--- config.mk ---
export PLATFORM = sky130hd
export DESIGN_NAME = hdlc_deframer_crc16_check_top
export DESIGN_NICKNAME = d
export VERILOG_FILES = /design/src/hdlcd_pkg.sv /design/src/hdlcd_in_reg.sv /design/src/hdlcd_core.sv /design/src/hdlcd_out_reg.sv /design/src/hdlc_deframer_crc16_check_top.sv
export SDC_FILE = /design/constraint.sdc
export NUM_CORES = 1
export LEC_CHECK = 0
export BUFFER_PORTS_ARGS = -buffer_cell sky130_fd_sc_hd__buf_2
export CAP_MARGIN = 20
export CORE_MARGIN = 5
export CORE_UTILIZATION = 35
export DETAILED_ROUTE_END_ITERATION = 8
export GPL_TIMING_DRIVEN = 0
export SLEW_MARGIN = 0
export SYNTH_ARGS = -nofsm -noshare
export SYNTH_HDL_FRONTEND = slang
export SYNTH_SLANG_ARGS = --single-unit
--- constraint.sdc ---
create_clock -name clk -period 3.1 [get_ports clk]
set_input_delay 0.93 -clock clk [delete_from_list [all_inputs] [get_ports clk]]
set_output_delay 0.93 -clock clk [all_outputs]
set_load 0.02 [all_outputs]
--- src/hdlcd_pkg.sv ---
// Shared constants, result type and CRC byte update for the HDLC deframer.
package hdlcd_pkg;

  localparam logic [7:0]  FLAG_BYTE = 8'h7E;
  localparam logic [7:0]  ESC_BYTE  = 8'h7D;
  localparam logic [7:0]  ESC_XOR   = 8'h20;
  localparam logic [15:0] CRC_INIT  = 16'hFFFF;
  localparam logic [15:0] CRC_GOOD  = 16'hF0B8;
  localparam logic [15:0] CRC_POLY  = 16'h8408;
  localparam logic [2:0]  ACK_MASK  = 3'h7;

  // frame status codes
  localparam logic [1:0] ST_GOOD     = 2'd0;
  localparam logic [1:0] ST_CRC_ERR  = 2'd1;
  localparam logic [1:0] ST_OVERFLOW = 2'd2;
  localparam logic [1:0] ST_SHORT    = 2'd3;

  // result kinds
  localparam logic KIND_PAYLOAD = 1'b0;
  localparam logic KIND_STATUS  = 1'b1;

  // fixed-width part of one result (length travels separately)
  typedef struct packed {
    logic       kind;
    logic [7:0] payload_byte;
    logic [1:0] frame_status;
    logic [7:0] frame_address;
    logic [7:0] frame_control;
    logic       ack_request;
    logic [2:0] ack_control;
  } res_t;

  // reflected CRC-16/CCITT, one byte per call
  function automatic logic [15:0] crc_feed(input logic [15:0] crc, input logic [7:0] b);
    logic [15:0] c;
    c = crc ^ {8'h00, b};
    for (int i = 0; i < 8; i++) begin
      c = c[0] ? ((c >> 1) ^ CRC_POLY) : (c >> 1);
    end
    return c;
  endfunction

endpackage

--- src/hdlcd_in_reg.sv ---
// Input register for received bytes.
module hdlcd_in_reg (
  input  logic       clk,
  input  logic       rst_n,
  input  logic       in_valid,
  output logic       in_stall,
  input  logic [7:0] in_rx_byte,
  input  logic       take,
  output logic       vld,
  output logic [7:0] byte_q
);

  logic       vld_r, vld_nxt;
  logic [7:0] byte_r;
  logic       load;

  assign in_stall = vld_r && !take;
  assign load     = in_valid && !in_stall;
  assign vld_nxt  = load ? 1'b1 : (take ? 1'b0 : vld_r);

  always_ff @(posedge clk) begin
    if (!rst_n) begin
      vld_r <= 1'b0;
    end else begin
      vld_r <= vld_nxt;
    end
  end

  always_ff @(posedge clk) begin
    if (load) begin
      byte_r <= in_rx_byte;
    end
  end

  assign vld    = vld_r;
  assign byte_q = byte_r;

endmodule

--- src/hdlcd_core.sv ---
// Unstuffing, CRC check, frame bookkeeping and tail delay.
module hdlcd_core #(
  parameter int PAYLOAD_MAX = 1024
) (
  input  logic                                 clk,
  input  logic                                 rst_n,
  input  logic                                 fire,
  input  logic [7:0]                           rx_byte,
  output logic                                 produce,
  output hdlcd_pkg::res_t                      res,
  output logic [$clog2(PAYLOAD_MAX + 1)-1:0]   res_len
);
  import hdlcd_pkg::*;

  localparam int CNT_W = $clog2(PAYLOAD_MAX + 6);
  localparam int LEN_W = $clog2(PAYLOAD_MAX + 1);
  localparam logic [CNT_W-1:0] FRAME_MAX = CNT_W'(PAYLOAD_MAX + 4);
  localparam logic [CNT_W-1:0] CNT_OVF   = CNT_W'(PAYLOAD_MAX + 5);
  localparam logic [CNT_W-1:0] CNT_MIN   = CNT_W'(4);

  logic [CNT_W-1:0] cnt_r, cnt_nxt;
  logic             esc_r, esc_nxt;
  logic [15:0]      crc_r, crc_nxt;
  logic [7:0]       addr_r, addr_nxt;
  logic [7:0]       ctl_r, ctl_nxt;
  logic [7:0]       tail_r [2];
  logic             tail_shift;
  logic [7:0]       d;
  logic [1:0]       status;
  logic             good;

  assign d = esc_r ? (rx_byte ^ ESC_XOR) : rx_byte;

  always_comb begin
    if (cnt_r > FRAME_MAX) begin
      status = ST_OVERFLOW;
    end else if (cnt_r < CNT_MIN) begin
      status = ST_SHORT;
    end else if (crc_r != CRC_GOOD) begin
      status = ST_CRC_ERR;
    end else begin
      status = ST_GOOD;
    end
  end
  assign good = (status == ST_GOOD);

  always_comb begin
    cnt_nxt    = cnt_r;
    esc_nxt    = esc_r;
    crc_nxt    = crc_r;
    addr_nxt   = addr_r;
    ctl_nxt    = ctl_r;
    tail_shift = 1'b0;
    produce    = 1'b0;
    res        = '0;
    res_len    = '0;
    if (fire) begin
      if (rx_byte == FLAG_BYTE) begin
        if (cnt_r != '0) begin
          produce            = 1'b1;
          res.kind           = KIND_STATUS;
          res.frame_status   = status;
          res.frame_address  = addr_r;
          res.frame_control  = ctl_r;
          if (good) begin
            res_len = LEN_W'(cnt_r - CNT_MIN);
            if (!ctl_r[0]) begin
              res.ack_request = 1'b1;
              res.ack_control = ctl_r[3:1] & ACK_MASK;
            end
          end
        end
        cnt_nxt  = '0;
        esc_nxt  = 1'b0;
        crc_nxt  = CRC_INIT;
        addr_nxt = '0;
        ctl_nxt  = '0;
      end else if (rx_byte == ESC_BYTE) begin
        esc_nxt = 1'b1;
      end else begin
        esc_nxt = 1'b0;
        if (cnt_r >= FRAME_MAX) begin
          cnt_nxt = CNT_OVF;
        end else begin
          crc_nxt = crc_feed(crc_r, d);
          cnt_nxt = cnt_r + CNT_W'(1);
          if (cnt_r == '0) begin
            addr_nxt = d;
          end else if (cnt_r == CNT_W'(1)) begin
            ctl_nxt = d;
          end else begin
            tail_shift = 1'b1;
            if (cnt_r >= CNT_MIN) begin
              produce          = 1'b1;
              res.kind         = KIND_PAYLOAD;
              res.payload_byte = tail_r[0];
            end
          end
        end
      end
    end
  end

  always_ff @(posedge clk) begin
    if (!rst_n) begin
      cnt_r  <= '0;
      esc_r  <= 1'b0;
      crc_r  <= CRC_INIT;
      addr_r <= '0;
      ctl_r  <= '0;
    end else begin
      cnt_r  <= cnt_nxt;
      esc_r  <= esc_nxt;
      crc_r  <= crc_nxt;
      addr_r <= addr_nxt;
      ctl_r  <= ctl_nxt;
    end
  end

  // two-byte delay keeps the CRC bytes out of the payload stream
  always_ff @(posedge clk) begin
    if (tail_shift) begin
      tail_r[0] <= tail_r[1];
      tail_r[1] <= d;
    end
  end

endmodule

--- src/hdlcd_out_reg.sv ---
// Result register on the output channel.
module hdlcd_out_reg #(
  parameter int PAYLOAD_MAX = 1024
) (
  input  logic                                 clk,
  input  logic                                 rst_n,
  input  logic                                 load,
  input  logic                                 produce,
  input  hdlcd_pkg::res_t                      res,
  input  logic [$clog2(PAYLOAD_MAX + 1)-1:0]   res_len,
  output logic                                 room,
  output logic                                 out_valid,
  input  logic                                 out_stall,
  output hdlcd_pkg::res_t                      res_q,
  output logic [$clog2(PAYLOAD_MAX + 1)-1:0]   len_q
);
  import hdlcd_pkg::*;

  localparam int LEN_W = $clog2(PAYLOAD_MAX + 1);

  logic             vld_r, vld_nxt;
  res_t             res_r;
  logic [LEN_W-1:0] len_r;

  assign room    = !vld_r || !out_stall;
  assign vld_nxt = load ? produce : (out_stall ? vld_r : 1'b0);

  always_ff @(posedge clk) begin
    if (!rst_n) begin
      vld_r <= 1'b0;
    end else begin
      vld_r <= vld_nxt;
    end
  end

  always_ff @(posedge clk) begin
    if (load && produce) begin
      res_r <= res;
      len_r <= res_len;
    end
  end

  assign out_valid = vld_r;
  assign res_q     = res_r;
  assign len_q     = len_r;

endmodule

--- src/hdlc_deframer_crc16_check_top.sv ---
// Top level of the async HDLC deframer with CRC-16/CCITT check.
//
//   channel | direction | transaction moves
//   --------+-----------+---------------------------------------------------
//   in_     | input     | one raw received byte (flags, escapes included)
//   out_    | output    | one payload byte or one end-of-frame status
//
// Throughput is one byte per cycle while out_stall is low; a result goes from the
// input transaction through the input register, then the CRC/unstuff logic into
// the result register. The byte-wide CRC update sets the critical path.
// rst_n is synchronous, active low; it clears frame state and both valids.
// out_stall backs up into in_stall only while the result register is full;
// a new byte is still taken whenever the held byte can move on.
module hdlc_deframer_crc16_check_top #(
  parameter int PAYLOAD_MAX = 1024
) (
  input  logic                                 clk,
  input  logic                                 rst_n,
  input  logic                                 in_valid,
  output logic                                 in_stall,
  input  logic [7:0]                           in_rx_byte,
  output logic                                 out_valid,
  input  logic                                 out_stall,
  output logic                                 out_kind,
  output logic [7:0]                           out_payload_byte,
  output logic [1:0]                           out_frame_status,
  output logic [7:0]                           out_frame_address,
  output logic [7:0]                           out_frame_control,
  output logic [$clog2(PAYLOAD_MAX + 1)-1:0]   out_payload_length,
  output logic                                 out_ack_request,
  output logic [2:0]                           out_ack_control
);
  import hdlcd_pkg::*;

  localparam int LEN_W = $clog2(PAYLOAD_MAX + 1);

  logic             byte_vld;
  logic [7:0]       byte_q;
  logic             room;
  logic             take;
  logic             produce;
  res_t             res;
  res_t             res_q;
  logic [LEN_W-1:0] res_len;

  // held byte advances when the result register can take its outcome
  assign take = byte_vld && room;

  hdlcd_in_reg u_in (
    .clk        (clk),
    .rst_n      (rst_n),
    .in_valid   (in_valid),
    .in_stall   (in_stall),
    .in_rx_byte (in_rx_byte),
    .take       (take),
    .vld        (byte_vld),
    .byte_q     (byte_q)
  );

  hdlcd_core #(.PAYLOAD_MAX(PAYLOAD_MAX)) u_core (
    .clk     (clk),
    .rst_n   (rst_n),
    .fire    (take),
    .rx_byte (byte_q),
    .produce (produce),
    .res     (res),
    .res_len (res_len)
  );

  hdlcd_out_reg #(.PAYLOAD_MAX(PAYLOAD_MAX)) u_out (
    .clk       (clk),
    .rst_n     (rst_n),
    .load      (take),
    .produce   (produce),
    .res       (res),
    .res_len   (res_len),
    .room      (room),
    .out_valid (out_valid),
    .out_stall (out_stall),
    .res_q     (res_q),
    .len_q     (out_payload_length)
  );

  assign out_kind          = res_q.kind;
  assign out_payload_byte  = res_q.payload_byte;
  assign out_frame_status  = res_q.frame_status;
  assign out_frame_address = res_q.frame_address;
  assign out_frame_control = res_q.frame_control;
  assign out_ack_request   = res_q.ack_request;
  assign out_ack_control   = res_q.ack_control;

endmodule

==> metrics.yaml <==
timing:
  finalHoldViolCount: 0
  fin_crit_ns: 2.787
  tightest_slew_ns: 0.7631
  finalHoldWorstSlack_ns: 0.4235
  finalCritPeriodShare_pct: 89.92
  fin_setup_tns_ns: 0
  finClkSkew_ns: 0.01153
  setup_violations: 0
  maxSlewViolCount: 0
  rsz0062_at_grt: "false"
  fmax_mhz: 358.8
  slew_headroom_pct: 48.41
synthesis:
  syn_nets: 424
  syn_area_mm2: 0.004755
  seq_area_frac_synth_pct: 61.05
  yosys_warnings: 0
  synth_ff_type: "edfxtp_1"
  synth_seq_cells: 112
  synth.avg_cell_area_um2: 11.74
  synth_cells: 405
  ys_types: 51
  synth_edf_count: 66
  async_flop_share_pct: 0
clock_network:
  clkSinkCount: 112
  clk_latency_ns: 0.35
  ctsHtreeMaxLevel: 3
  cts_setup_buffers: 0
  cts-root-buf: "clkbuf_16"
  clkTransAtPathRegs_ns: 0.08
  cts_tree: "built"
  cts_made_buffers: 9
  cts.path.max_buffers: 2
drt:
  routed_wl_um: 10110
  vias: 3246
  vias_per_cell: 4.971
  wl_met1_um: 4451
  drt_iter0_drc: 198
  drc_errors: 0
  avgRoutedWirePerCell_um: 15.49
  firstDrtPassIters: 4
  ant_nets: 0
  dr_wl_met2_um: 4886
  top_layer_used: "met4"
  dr_wl_met3_um: 581
global_routing:
  grt_pass1_vias: 3194
  antenna_found_initial: 0
  grtUsageTotal_pct: 13.13
  grt_overflow: 0
  grt_max_degree: 22
  grt_pass1_wl_um: 16750
floorplanning:
  die_area_mm2: 0.01601
  io_pins: 56
  die_y_um: 126.6
  core.rowCount: 42
  fp.dieW_um: 126.6
  start_util_pct: 35.76
  core_area_mm2: 0.01330
outcome:
  status: "complete, no violations"
worst_setup_path:
  cp-startpoint: "u_in.byte_q[3]"
  path_class: "flip-flop to flip-flop"
  crit_required_ns: 3.13
  rr_startpoint: "u_in.byte_q[3]"
  start_kind: "flip-flop"
  slowest_delay_ns: 0.54
  worst_path_dominant_cell_family: "simple AND/OR/NAND/NOR gates"
  cp_cell_sequence: "and4_1, clkbuf_1, and3_1, clkbuf_1, and3_1, clkbuf_2, or2_4"
  crit_buf_inv: 3
  worst_ep_arrival_time_ns: 2.82
  crit_slowest_cell: "edfxtp_1"
  path_max_fanout: 21
  end_kind: "flip-flop"
placed_design:
  hpwl_um: 7405
  port_buffers: 54
  place.gp.congestion: 0.8439
power_and_ir_drop:
  leakagePower_nw: 2.141
  peakVddDrop_mv: 0.2889
  power_density_mw_per_mm2: 569.2
worst_hold_path:
  hold_path_class: "flip-flop to flip-flop"
  worstHoldStart: "u_core.tail_r[0][9]"
layout:
  drive_gt1_share_pct: 18.24
  diodes: 0
  final_nets: 491
  syn2layout_area_growth_pct: 18.00
job:
  max_cap_violations: 0
Yosys cell counts, types with 3 or more instances:
| library cell | count | share of area, % |
|---|---|---|
| edfxtp_1 | 66 | 42 |
| dfxtp_1 | 46 | 19 |
| nand2_1 | 31 | 2.4 |
| nor2_1 | 29 | 2.3 |
| nand3_1 | 27 | 2.8 |
| and2_1 | 26 | 3.4 |
| xnor2_1 | 20 | 3.7 |
| clkbuf_1 | 14 | 1.1 |
| o21ai_0 | 14 | 1.5 |
| o22ai_1 | 13 | 1.7 |
| a31oi_1 | 10 | 1.3 |
| xor2_1 | 10 | 1.8 |
| a21oi_1 | 8 | 0.84 |
| ha_1 | 7 | 1.8 |
| inv_1 | 7 | 0.55 |
| nor2b_1 | 7 | 0.92 |
| a22o_1 | 5 | 0.92 |
| nand4_1 | 5 | 0.66 |
| and3_1 | 4 | 0.53 |
| nor3_1 | 4 | 0.42 |
| o31a_1 | 4 | 0.74 |
| or3_1 | 4 | 0.53 |
| buf_2 | 3 | 0.32 |
| mux2i_1 | 3 | 0.63 |
| nor3b_1 | 3 | 0.47 |
state kept, by name, indices dropped and copies added, names as in the netlist, 8 cells and up:
name and cells:
u_out.res_q 31, u_core.crc_r 16, u_core.tail_r 16, u_core.cnt_r 11, u_out.len_q 11, u_core.addr_r 8, u_core.ctl_r 8, u_in.byte_q 8
area by class of cell:
type	count	area, µm²
Fill cell	1256	7685
Sequential cell	112	2903
Multi-Input combinational cell	265	1739
Timing Repair Buffer	55	277.8
Clock buffer	9	225.2
Tap cell	176	220.2
Clock inverter	7	112.6
Buffer	21	102.6
Inverter	8	30.03
path summary, 6_finish.rpt:
kind / slack (ns) / endpoint / cells after the start
worst min-delay path: 0.42 / u_core.tail_r[0][1] / 0
worst min register to register: 0.42 / u_core.tail_r[0][1] / 0
worst max-delay path: 0.31 / u_out.len_q[5] / 7
worst max register to register: 0.31 / u_out.len_q[5] / 7
metal layers:
metal,GRT usage [%],up-vias
met4,5.237,0
li1,-,1605
met1,16.59,1532
met5,0,-
met3,3.531,13
met2,21.42,96
logic make-up after synthesis:
logic type / count (synthesis) / share of synthesized area (%)
compound gates: 64 / 9.290
xor+xnor: 32 / 6.474
fa+ha+maj: 7 / 1.842
buf+inv: 29 / 2.763
flops: 112 / 61.05
mux: 3 / 0.6316
simple gates: 158 / 17.95
power by group:
group	total (mW)	internal [mW]	switching [mW]	leakage, nW
Sequential	1.65	1.61	0.0429	1.02
Combinational	0.260	0.120	0.140	0.961
Clock	1.28	0.727	0.556	0.161
Total	3.19	2.45	0.739	2.14
through the flow:
step           std cells  cell area [µm²]  power, mW  util (%)  worst slack [ns]
5_1_grt              653             5610      3.327     42.20            0.1175
3_3_place_gp         635             5245      1.936     39.45           -0.3442
4_1_cts              653             5602      3.211     42.13           0.02581
6_report             653             5610      3.193     42.20            0.3125
3_5_place_dp         636             5253      1.942     39.51           -0.3000
2_1_floorplan        405             4755      1.875         -            0.2670
layout by cell type, fill, tap and decap left out, types with 3 or more instances in the layout:
cell	instances
edfxtp_1	66
buf_2	57
dfxtp_1	46
nand2_1	31
nor2_1	28
nand3_1	27
and2_1	26
xnor2_1	20
o21ai_0	14
clkbuf_1	13
o22ai_1	13
a31oi_1	10
xor2_1	10
clkbuf_16	9
a21oi_1	8
nor2b_1	7
inv_1	7
ha_1	7
nand4_1	5
a22o_1	5
and3_1	4
o31a_1	4
nor3_1	4
or3_1	4
mux2i_1	3
nor3b_1	3
timing repair:
| item | 4_1_cts | 5_1_grt |
|---|---|---|
| hold buffers | 0 | 0 |
| cloned | 1 | 0 |
| resized for setup | 2 | 4 |
| setup endpoints to repair | 50 | 32 |
(Power assumes the default switching activity.)
